==> config.mk <==
export PLATFORM = sky130hd
export DESIGN_NAME = utf8_to_token_id_framer
export DESIGN_NICKNAME = d
export VERILOG_FILES = /design/src/hdl/u2t_pkg.sv /design/src/hdl/utf8_to_token_id_framer.sv
export SDC_FILE = /design/constraint.sdc
export NUM_CORES = 1
export LEC_CHECK = 0
export ABC_CLOCK_PERIOD_IN_PS = 3250
export BUFFER_PORTS_ARGS = -buffer_cell sky130_fd_sc_hd__buf_2
export CAP_MARGIN = 0
export CORE_ASPECT_RATIO = 1.25
export CORE_MARGIN = 8
export CORE_UTILIZATION = 59
export DETAILED_ROUTE_END_ITERATION = 10
export PLACE_DENSITY = 0.91
export SLEW_MARGIN = 20
export SYNTH_ARGS = -nofsm -noshare
export SYNTH_HDL_FRONTEND = slang
export SYNTH_SLANG_ARGS = --single-unit
==> constraint.sdc <==
create_clock -name clk -period 3.25 [get_ports clk]
set_clock_uncertainty 0.05 [all_clocks]
set_input_delay 0.1625 -clock clk [delete_from_list [all_inputs] [get_ports clk]]
set_output_delay 0.1625 -clock clk [all_outputs]
set_load 0.03 [all_outputs]
==> src/hdl/u2t_pkg.sv <==
// ============================================================================
// u2t_pkg
// Types, constants and decode functions for the UTF-8 to token id framer.
// ============================================================================
`timescale 1ns / 1ps

package u2t_pkg;

	localparam int unsigned ID_W   = 21;
	localparam int unsigned SLOT_N = 8;

	localparam logic [7:0]      QMARK    = 8'h3F;
	localparam logic [ID_W-1:0] ID_PAD   = ID_W'(0);
	localparam logic [ID_W-1:0] ID_START = ID_W'(1);
	localparam logic [ID_W-1:0] ID_END   = ID_W'(2);
	localparam logic [ID_W-1:0] CP_CR    = ID_W'(8'h0D);
	localparam logic [ID_W-1:0] CP_LF    = ID_W'(8'h0A);
	localparam logic [ID_W-1:0] CP_TAB   = ID_W'(8'h09);

	localparam logic [2:0] LEN_BAD = 3'd0;
	localparam logic [2:0] LEN_1   = 3'd1;
	localparam logic [2:0] LEN_2   = 3'd2;
	localparam logic [2:0] LEN_3   = 3'd3;
	localparam logic [2:0] LEN_4   = 3'd4;

	// fixed result slots, drained lowest first
	localparam int unsigned SLOT_START = 0;
	localparam int unsigned SLOT_CP_A  = 1;
	localparam int unsigned SLOT_PAD_A = 2;
	localparam int unsigned SLOT_CP_B  = 3;
	localparam int unsigned SLOT_PAD_B = 4;
	localparam int unsigned SLOT_CP_C  = 5;
	localparam int unsigned SLOT_PAD_C = 6;
	localparam int unsigned SLOT_END   = 7;

	typedef logic [ID_W-1:0] cp_t;

	typedef struct packed {
		logic [SLOT_N-1:0] mask;
		cp_t               cp_a;
		cp_t               cp_b;
		cp_t               cp_c;
	} res_list_t;

	typedef struct packed {
		logic [1:0] held_count;
		logic [2:0] needed_length;
		logic       text_started;
	} dec_state_t;

	typedef struct packed {
		res_list_t  list;
		dec_state_t nxt;
		logic       hold_we;
	} dec_out_t;

	function automatic logic [2:0] lead_len(input logic [7:0] b);
		logic [2:0] len;
		priority if (!b[7])                 len = LEN_1;
		else if ((b & 8'hE0) == 8'hC0)      len = LEN_2;
		else if ((b & 8'hF0) == 8'hE0)      len = LEN_3;
		else if ((b & 8'hF8) == 8'hF0)      len = LEN_4;
		else                                len = LEN_BAD;
		return len;
	endfunction

	// a lone byte: ASCII passes as it is, any other byte becomes '?'
	function automatic cp_t single(input logic [7:0] b);
		return b[7] ? ID_W'(QMARK) : ID_W'(b);
	endfunction

	function automatic logic keep(input cp_t cp, input logic filter);
		return !(filter && (cp == CP_CR || cp == CP_LF || cp == CP_TAB));
	endfunction

	// complete sequence: held bytes h0..h(held-1), then b
	function automatic cp_t assemble(input logic [7:0] h0, input logic [7:0] h1,
			input logic [7:0] h2, input logic [7:0] b, input logic [1:0] held);
		cp_t cp;
		unique case (held)
			2'd1:    cp = {10'b0, h0[4:0], b[5:0]};
			2'd2:    cp = {5'b0, h0[3:0], h1[5:0], b[5:0]};
			2'd3:    cp = {h0[2:0], h1[5:0], h2[5:0], b[5:0]};
			default: cp = ID_W'(h0);
		endcase
		return cp;
	endfunction

	function automatic dec_out_t decode(input logic kind, input logic [7:0] b,
			input logic [7:0] h0, input logic [7:0] h1, input logic [7:0] h2,
			input dec_state_t st, input logic filter);
		dec_out_t   d;
		logic       en_a;
		logic       en_b;
		logic       en_c;
		logic [2:0] len;
		logic [2:0] len_h1;
		d      = '0;
		en_a   = 1'b0;
		en_b   = 1'b0;
		en_c   = 1'b0;
		len    = lead_len(b);
		len_h1 = lead_len(h1);
		d.nxt  = st;
		if (kind) begin
			if (st.held_count != 2'd0) begin
				// cut-short sequence: '?' for the lead, then retry the tail
				en_a        = 1'b1;
				d.list.cp_a = ID_W'(QMARK);
				if (st.held_count == 2'd2) begin
					en_b        = 1'b1;
					d.list.cp_b = single(h1);
				end else if (st.held_count == 2'd3) begin
					en_b = 1'b1;
					if (len_h1 == LEN_2) begin
						d.list.cp_b = {10'b0, h1[4:0], h2[5:0]};
					end else begin
						d.list.cp_b = single(h1);
						en_c        = 1'b1;
						d.list.cp_c = single(h2);
					end
				end
			end
			d.nxt = '0;
		end else begin
			d.nxt.text_started = 1'b1;
			if (st.held_count == 2'd0) begin
				if (len == LEN_1) begin
					en_a        = 1'b1;
					d.list.cp_a = ID_W'(b);
				end else if (len == LEN_BAD) begin
					en_a        = 1'b1;
					d.list.cp_a = ID_W'(QMARK);
				end else begin
					d.hold_we           = 1'b1;
					d.nxt.held_count    = 2'd1;
					d.nxt.needed_length = len;
				end
			end else if (({1'b0, st.held_count} + 3'd1) >= st.needed_length
					|| st.held_count == 2'd3) begin
				en_a                = 1'b1;
				d.list.cp_a         = assemble(h0, h1, h2, b, st.held_count);
				d.nxt.held_count    = 2'd0;
				d.nxt.needed_length = 3'd0;
			end else begin
				d.hold_we        = 1'b1;
				d.nxt.held_count = st.held_count + 2'd1;
			end
		end
		en_a = en_a && keep(d.list.cp_a, filter);
		en_b = en_b && keep(d.list.cp_b, filter);
		en_c = en_c && keep(d.list.cp_c, filter);
		d.list.mask[SLOT_START] = !st.text_started;
		d.list.mask[SLOT_CP_A]  = en_a;
		d.list.mask[SLOT_PAD_A] = en_a;
		d.list.mask[SLOT_CP_B]  = en_b;
		d.list.mask[SLOT_PAD_B] = en_b;
		d.list.mask[SLOT_CP_C]  = en_c;
		d.list.mask[SLOT_PAD_C] = en_c;
		d.list.mask[SLOT_END]   = kind;
		return d;
	endfunction

endpackage

==> src/hdl/utf8_to_token_id_framer.sv <==
// ============================================================================
// utf8_to_token_id_framer
// Lenient UTF-8 decoder that frames each text as a stream of token ids.
//
// Usage. Send the bytes of one text on the input channel (kind 0), then one
// end-of-text item (kind 1). The result channel gives id 1 at the start of a
// text, each decoded code point followed by id 0, and id 2 with
// last_of_text set at the end. Both channels move an item when valid is
// high and stall is low. The config channel writes filter_controls (reset
// 1: drop CR, LF and TAB); write it only while the block is idle.
// The first id of an item appears once it has passed the input register,
// then the result slot register. Throughput: one result id per cycle on
// the output port while out_stall is low; the next item moves into the
// result slots as the last id of the current one is taken. An item makes
// two ids for a plain code point, up to seven for an end item that closes
// a cut-short sequence.
// Reset empties both registers, clears the open sequence and the text-start
// flag, and sets the filter. While out_stall is high the current id holds
// and in_stall rises once the input register is full.
// ============================================================================
`timescale 1ns / 1ps

module utf8_to_token_id_framer (
	input  logic                    clk,
	input  logic                    arst_n,
	// input item channel
	input  logic                    in_valid,
	output logic                    in_stall,
	input  logic                    kind,
	input  logic [7:0]              text_byte,
	// result channel
	output logic                    out_valid,
	input  logic                    out_stall,
	output logic [u2t_pkg::ID_W-1:0] token_id,
	output logic                    last_of_text,
	// config write channel
	input  logic                    cfg_valid,
	output logic                    cfg_ready,
	input  logic                    cfg_filter_controls
);

	import u2t_pkg::*;

	// input register
	logic       valid_s1;
	logic       kind_s1;
	logic [7:0] byte_s1;

	// decoder state
	dec_state_t state_q;
	logic [7:0] held_q [3];
	logic       filter_q;

	// result slots
	res_list_t  list_q;

	dec_out_t          dec;
	logic [SLOT_N-1:0] head;
	logic [SLOT_N-1:0] mask_left;
	logic              out_take;
	logic              last_take;
	logic              load;
	logic              in_take;

	assign cfg_ready = 1'b1;

	assign dec = decode(kind_s1, byte_s1, held_q[0], held_q[1], held_q[2],
		state_q, filter_q);

	// lowest pending slot goes out first
	assign head      = list_q.mask & (~list_q.mask + SLOT_N'(1));
	assign mask_left = list_q.mask & ~head;
	assign out_valid = |list_q.mask;
	assign out_take  = out_valid && !out_stall;
	assign last_take = out_take && (mask_left == '0);

	// the decoded item enters the slots once they are empty or emptying
	assign load     = valid_s1 && (!out_valid || last_take);
	assign in_stall = valid_s1 && !load;
	assign in_take  = in_valid && !in_stall;

	always_comb begin
		token_id     = ID_PAD;
		last_of_text = 1'b0;
		priority if (list_q.mask[SLOT_START]) begin
			token_id = ID_START;
		end else if (list_q.mask[SLOT_CP_A]) begin
			token_id = list_q.cp_a;
		end else if (list_q.mask[SLOT_PAD_A]) begin
			token_id = ID_PAD;
		end else if (list_q.mask[SLOT_CP_B]) begin
			token_id = list_q.cp_b;
		end else if (list_q.mask[SLOT_PAD_B]) begin
			token_id = ID_PAD;
		end else if (list_q.mask[SLOT_CP_C]) begin
			token_id = list_q.cp_c;
		end else if (list_q.mask[SLOT_PAD_C]) begin
			token_id = ID_PAD;
		end else if (list_q.mask[SLOT_END]) begin
			token_id     = ID_END;
			last_of_text = 1'b1;
		end else begin
			token_id = ID_PAD;
		end
	end

	always_ff @(posedge clk or negedge arst_n) begin
		if (!arst_n) begin
			valid_s1 <= 1'b0;
			state_q  <= '0;
			filter_q <= 1'b1;
			list_q   <= '0;
		end else begin
			if (in_take) begin
				valid_s1 <= 1'b1;
			end else if (load) begin
				valid_s1 <= 1'b0;
			end
			if (cfg_valid && cfg_ready) begin
				filter_q <= cfg_filter_controls;
			end
			if (load) begin
				state_q <= dec.nxt;
				list_q  <= dec.list;
			end else if (out_take) begin
				list_q.mask <= mask_left;
			end
		end
	end

	// payload registers
	always_ff @(posedge clk) begin
		if (in_take) begin
			kind_s1 <= kind;
			byte_s1 <= text_byte;
		end
		if (load && dec.hold_we) begin
			held_q[state_q.held_count] <= byte_s1;
		end
	end

`ifndef SYNTHESIS
	// an open sequence always has room left before it completes
	a_held_below_needed: assert property (@(posedge clk) disable iff (!arst_n)
		state_q.held_count == 2'd0
		|| state_q.needed_length > {1'b0, state_q.held_count})
		else $error("held count not below needed length");

	// an end item leaves no open sequence and a fresh text
	a_end_clears: assert property (@(posedge clk) disable iff (!arst_n)
		load && kind_s1 |=> state_q.held_count == 2'd0 && !state_q.text_started)
		else $error("end of text did not clear decoder state");

	// the input never stalls with an empty input register
	a_stall_needs_item: assert property (@(posedge clk) disable iff (!arst_n)
		!valid_s1 |-> !in_stall)
		else $error("input stalled while input register empty");

	// a closing id is only shown with all other slots drained
	a_end_alone: assert property (@(posedge clk) disable iff (!arst_n)
		out_valid && last_of_text |-> head == list_q.mask)
		else $error("end id shown ahead of pending ids");
`endif

endmodule
==> run summary <==
Status
* outcome: finished, final reports clean

Place
* post-DP HPWL: 7489 um
* instance count after placement with tap cells included: 529
* GP Congestion: 0.9531
* IO buf count: 38

Pwr
* IR drop worst, VDD: 0.5002 mV
* sw frac: 42.42%
* combinational share of power: 38.4%
* Net Sw Power: 0.001581 W
* power per cell area: 758.1 mW/mm2
* design internal power: 0.002146 W
* leakage dissipation: 2.078 nW
* proportion of power drawn by flip-flops and latches: 39.8%
* part of the power in the clock network: 21.8%

Route
* mean number of vias per cell: 6.312
* Residual DRC: 0
* Final ANT Viol Nets: 0
* final routed wirelength across all metal layers: 10680 um
* Initial DRC Count: 470
* total number of vias: 3522
* DR WL/cell: 19.13 um
* Pre-Repair DR Iteration Count: 6

Layout
* Layout Nets: 483
* number of antenna diodes: 0
* layout overhead on the synthesized area: 13.65%
* Final Instance Count excl. Fillers: 558
* FILL cells: 521
* ratio of cells with drive above 1 in the final layout: 17.81%
* final core utilization: 68.05%

Timing
* count of endpoints failing hold in the final timing report: 0
* count of final max-slew check failures: 0
* upper clock frequency limit: 338.5 MHz
* worst slew margin relative to its limit: 46.67%
* share of the clock period used by the worst path after layout: 90.89%
* total setup violations reported at the end of the flow: 0
* unrepaired setup endpoints after global routing: no
* slew at the pin closest to its max-slew limit: 0.8000 ns
* time the worst path needs with I/O delays and setup: 2.954 ns
* Fin Setup TNS: 0 ns

Setup path
* Worst EP required: 3.25 ns
* arrival time at the worst endpoint: 2.95 ns
* Crit Path Max Fanout: 8
* R2R setup slack: 0.30 ns
* Worst Reg2Reg Path Length in Cells: 8
* crit path launch type: register
* capture instance of the worst register-to-register path: held_q[2][1]$_DFFE_PP_
* Reg-to-Reg Start: state_q[4]$_DFFE_PN0P_
* nature of the critical path endpoint: register
* start-to-end type of the worst setup path: reg -> reg

Job
* reported max-cap violation count: 0

Floorplanning
* row cnt: 35
* chip width: 92.60 um
* Initial Util: 59.88%
* floorplan die area: 0.01035 mm2
* die extent in y: 111.7 um
* Top Ports: 40
* core outline area: 0.007226 mm2

Clock tree
* post-cts gate resize count: 0
* maximum level of the CTS H-tree: 3
* clk buf depth: 2
* insertion delay of the later-clocked pin in the worst-skew pair: 0.37 ns
* clock tree from TritonCTS: yes
* TritonCTS Buffers: 9
* clock transition at the register clock pins on the worst setup and hold paths after CTS: 0.10 ns
* CTS Root Buffer Type: sky130_fd_sc_hd__clkbuf_8
* sinks on the clock net: 85

Global route
* first-pass GRT wire length: 17170 um
* Overall Global Routing Usage: 20.96%
* Remaining Overflow, GRT: 0
* initial antenna violation count: 0
* vias in the first global route: 3604
* maximum number of pins on one net before global-route repair: 72

Synth
* portion of the post-synthesis area used by sequential elements: 52.66%
* flip-flop cell with the highest count after synthesis: sky130_fd_sc_hd__dfrtp_1
* number of synthesized flops with an enable pin: 30
* Yosys reg bits: 85
* syn_area_per_cell: 10.43 um2
* number of warnings printed during yosys synthesis: 0
* total standard cell area after synthesis: 0.004327 mm2
* Cell variety after synth: 60
* number of instances in the synthesized netlist: 415
* synthesized net count: 437
* async set-or-reset flop fraction in the synthesized netlist: 64.71%

Hold path
* worst hold path cell count: 3
* hold path startpoint: out_stall
* end point of the worst hold path: list_q[63]$_DFFE_PN0P_
* Min-Delay Path Class: in -> reg

Yosys cell counts (all sizes together) (4+ instances only):
cell / instances / area share (%)
a211oi: 4 / 0.81
a21oi: 5 / 0.58
a222oi: 10 / 2.3
a22o: 7 / 1.4
a22oi: 6 / 1.0
and2: 12 / 1.7
buf: 11 / 1.6
clkbuf: 12 / 1.0
dfrtp: 54 / 31
edfxtp: 30 / 21
ha: 7 / 2.0
inv: 15 / 1.3
mux2: 8 / 2.1
nand2: 60 / 5.2
nand2b: 8 / 1.2
nand3: 4 / 0.46
nand3b: 4 / 0.69
nor2: 24 / 2.3
nor2b: 5 / 0.72
nor3: 7 / 1.1
o21ai: 45 / 5.2
o31ai: 17 / 2.9
o41ai: 5 / 1.5
or2: 4 / 0.58
or3: 7 / 1.2
registers in the layout, indices dropped and copies added (netlist names):
signal    count
held_q       21
valid_s1      1
kind_s1       1
list_q       47
filter_q      1
state_q       6
byte_s1       8
timing repair:
item | in CTS | in global routing
hold buffers | 13 | 0
hold endpoints to repair | 45 | 0
buffers inserted | 0 | 0
kinds of logic after synthesis:
logic type / synth area share (%)
flops: 52.66
simple gates: 18.68
compound gates: 19.75
other cells: 0.08667
fa+ha+maj: 2.256
buf+inv: 4.019
mux: 2.545
stage by stage:
stage	instance area (um2)	hold slack, ns	total power (W)	setup WS [ns]
floorplan	4327	-0.1831	0.002562	0.6901
global placement	4571	0.2147	0.002845	0.4883
detailed placement	4571	0.2319	0.002891	0.4014
CTS	4917	0.06613	0.003707	0.3381
global route	4917	0.08555	0.003913	0.1311
finish	4917	0.07523	0.003728	0.2962
cell type report:
class	count	area, um2	area share (%)
inverters	16	60.06	1.221
repair buffers	58	372.9	7.583
multi-input cells	291	1874	38.12
well taps	92	115.1	2.341
clock inverters	7	92.59	1.883
flip-flops and latches	85	2278	46.34
clock buffers	9	123.9	2.519
how the worst max path moves through the flow:
stage,start,end,slack (ns),cells past startpoint
after floorplan,list_q[66]$_DFFE_PN0P_,byte_s1[0]$_DFFE_PP_,0.69,6
after global placement,state_q[4]$_DFFE_PN0P_,held_q[2][2]$_DFFE_PP_,0.49,8
after detailed placement,state_q[4]$_DFFE_PN0P_,held_q[2][7]$_DFFE_PP_,0.40,8
after CTS,state_q[4]$_DFFE_PN0P_,held_q[1][5]$_DFFE_PP_,0.34,8
after global routing,state_q[4]$_DFFE_PN0P_,held_q[2][4]$_DFFE_PP_,0.13,8
final,state_q[4]$_DFFE_PN0P_,held_q[2][1]$_DFFE_PP_,0.30,8
power groups by stage:
stage | combinational [W] | clock [W] | sequential, W
2_1_floorplan | 0.00114 | 0 | 0.00142
3_3_place_gp | 0.00135 | 0 | 0.00149
3_5_place_dp | 0.00139 | 0 | 0.00150
4_1_cts | 0.00142 | 0.000810 | 0.00148
5_1_grt | 0.00157 | 0.000845 | 0.00150
6_report | 0.00143 | 0.000811 | 0.00148
per-layer routing:
metal | GRT usage, % | routed length [um] | up-vias
li1 | - | - | 1628
met1 | 23.59 | 4201 | 1678
met2 | 35.33 | 5273 | 172
met3 | 4.778 | 700 | 44
met4 | 12.18 | 501 | 0
met5 | 0 | 0 | -
worst max-delay path, cell delays in order (launching register included):
cell                       delay, ns
sky130_fd_sc_hd__dfrtp_1        0.46
sky130_fd_sc_hd__inv_1          0.10
sky130_fd_sc_hd__ha_1           0.32
sky130_fd_sc_hd__ha_1           0.20
sky130_fd_sc_hd__a211o_1        0.30
sky130_fd_sc_hd__a31oi_1        0.34
sky130_fd_sc_hd__nand2b_1       0.25
sky130_fd_sc_hd__a211oi_2       0.25
sky130_fd_sc_hd__and2_1         0.36
cells in the final DEF, fill, tap and decap left out, types with 4 or more instances in the layout:
master,n
sky130_fd_sc_hd__buf_4,7
sky130_fd_sc_hd__a21oi_1,5
sky130_fd_sc_hd__nand2b_1,8
sky130_fd_sc_hd__a222oi_1,10
sky130_fd_sc_hd__a22o_1,7
sky130_fd_sc_hd__nand3b_1,4
sky130_fd_sc_hd__buf_2,38
sky130_fd_sc_hd__clkbuf_8,9
sky130_fd_sc_hd__o21ai_0,42
sky130_fd_sc_hd__nor3_1,6
sky130_fd_sc_hd__dlygate4sd3_1,13
sky130_fd_sc_hd__or2_2,4
sky130_fd_sc_hd__nor2_1,23
sky130_fd_sc_hd__edfxtp_1,30
sky130_fd_sc_hd__and2_1,12
sky130_fd_sc_hd__nand3_1,4
sky130_fd_sc_hd__ha_1,7
sky130_fd_sc_hd__mux2_2,8
sky130_fd_sc_hd__or3_1,5
sky130_fd_sc_hd__inv_1,15
sky130_fd_sc_hd__nand2_1,60
sky130_fd_sc_hd__o31ai_1,17
sky130_fd_sc_hd__nor2b_1,5
sky130_fd_sc_hd__dfrtp_1,54
sky130_fd_sc_hd__a22oi_1,6
(Power assumes the default switching activity.)
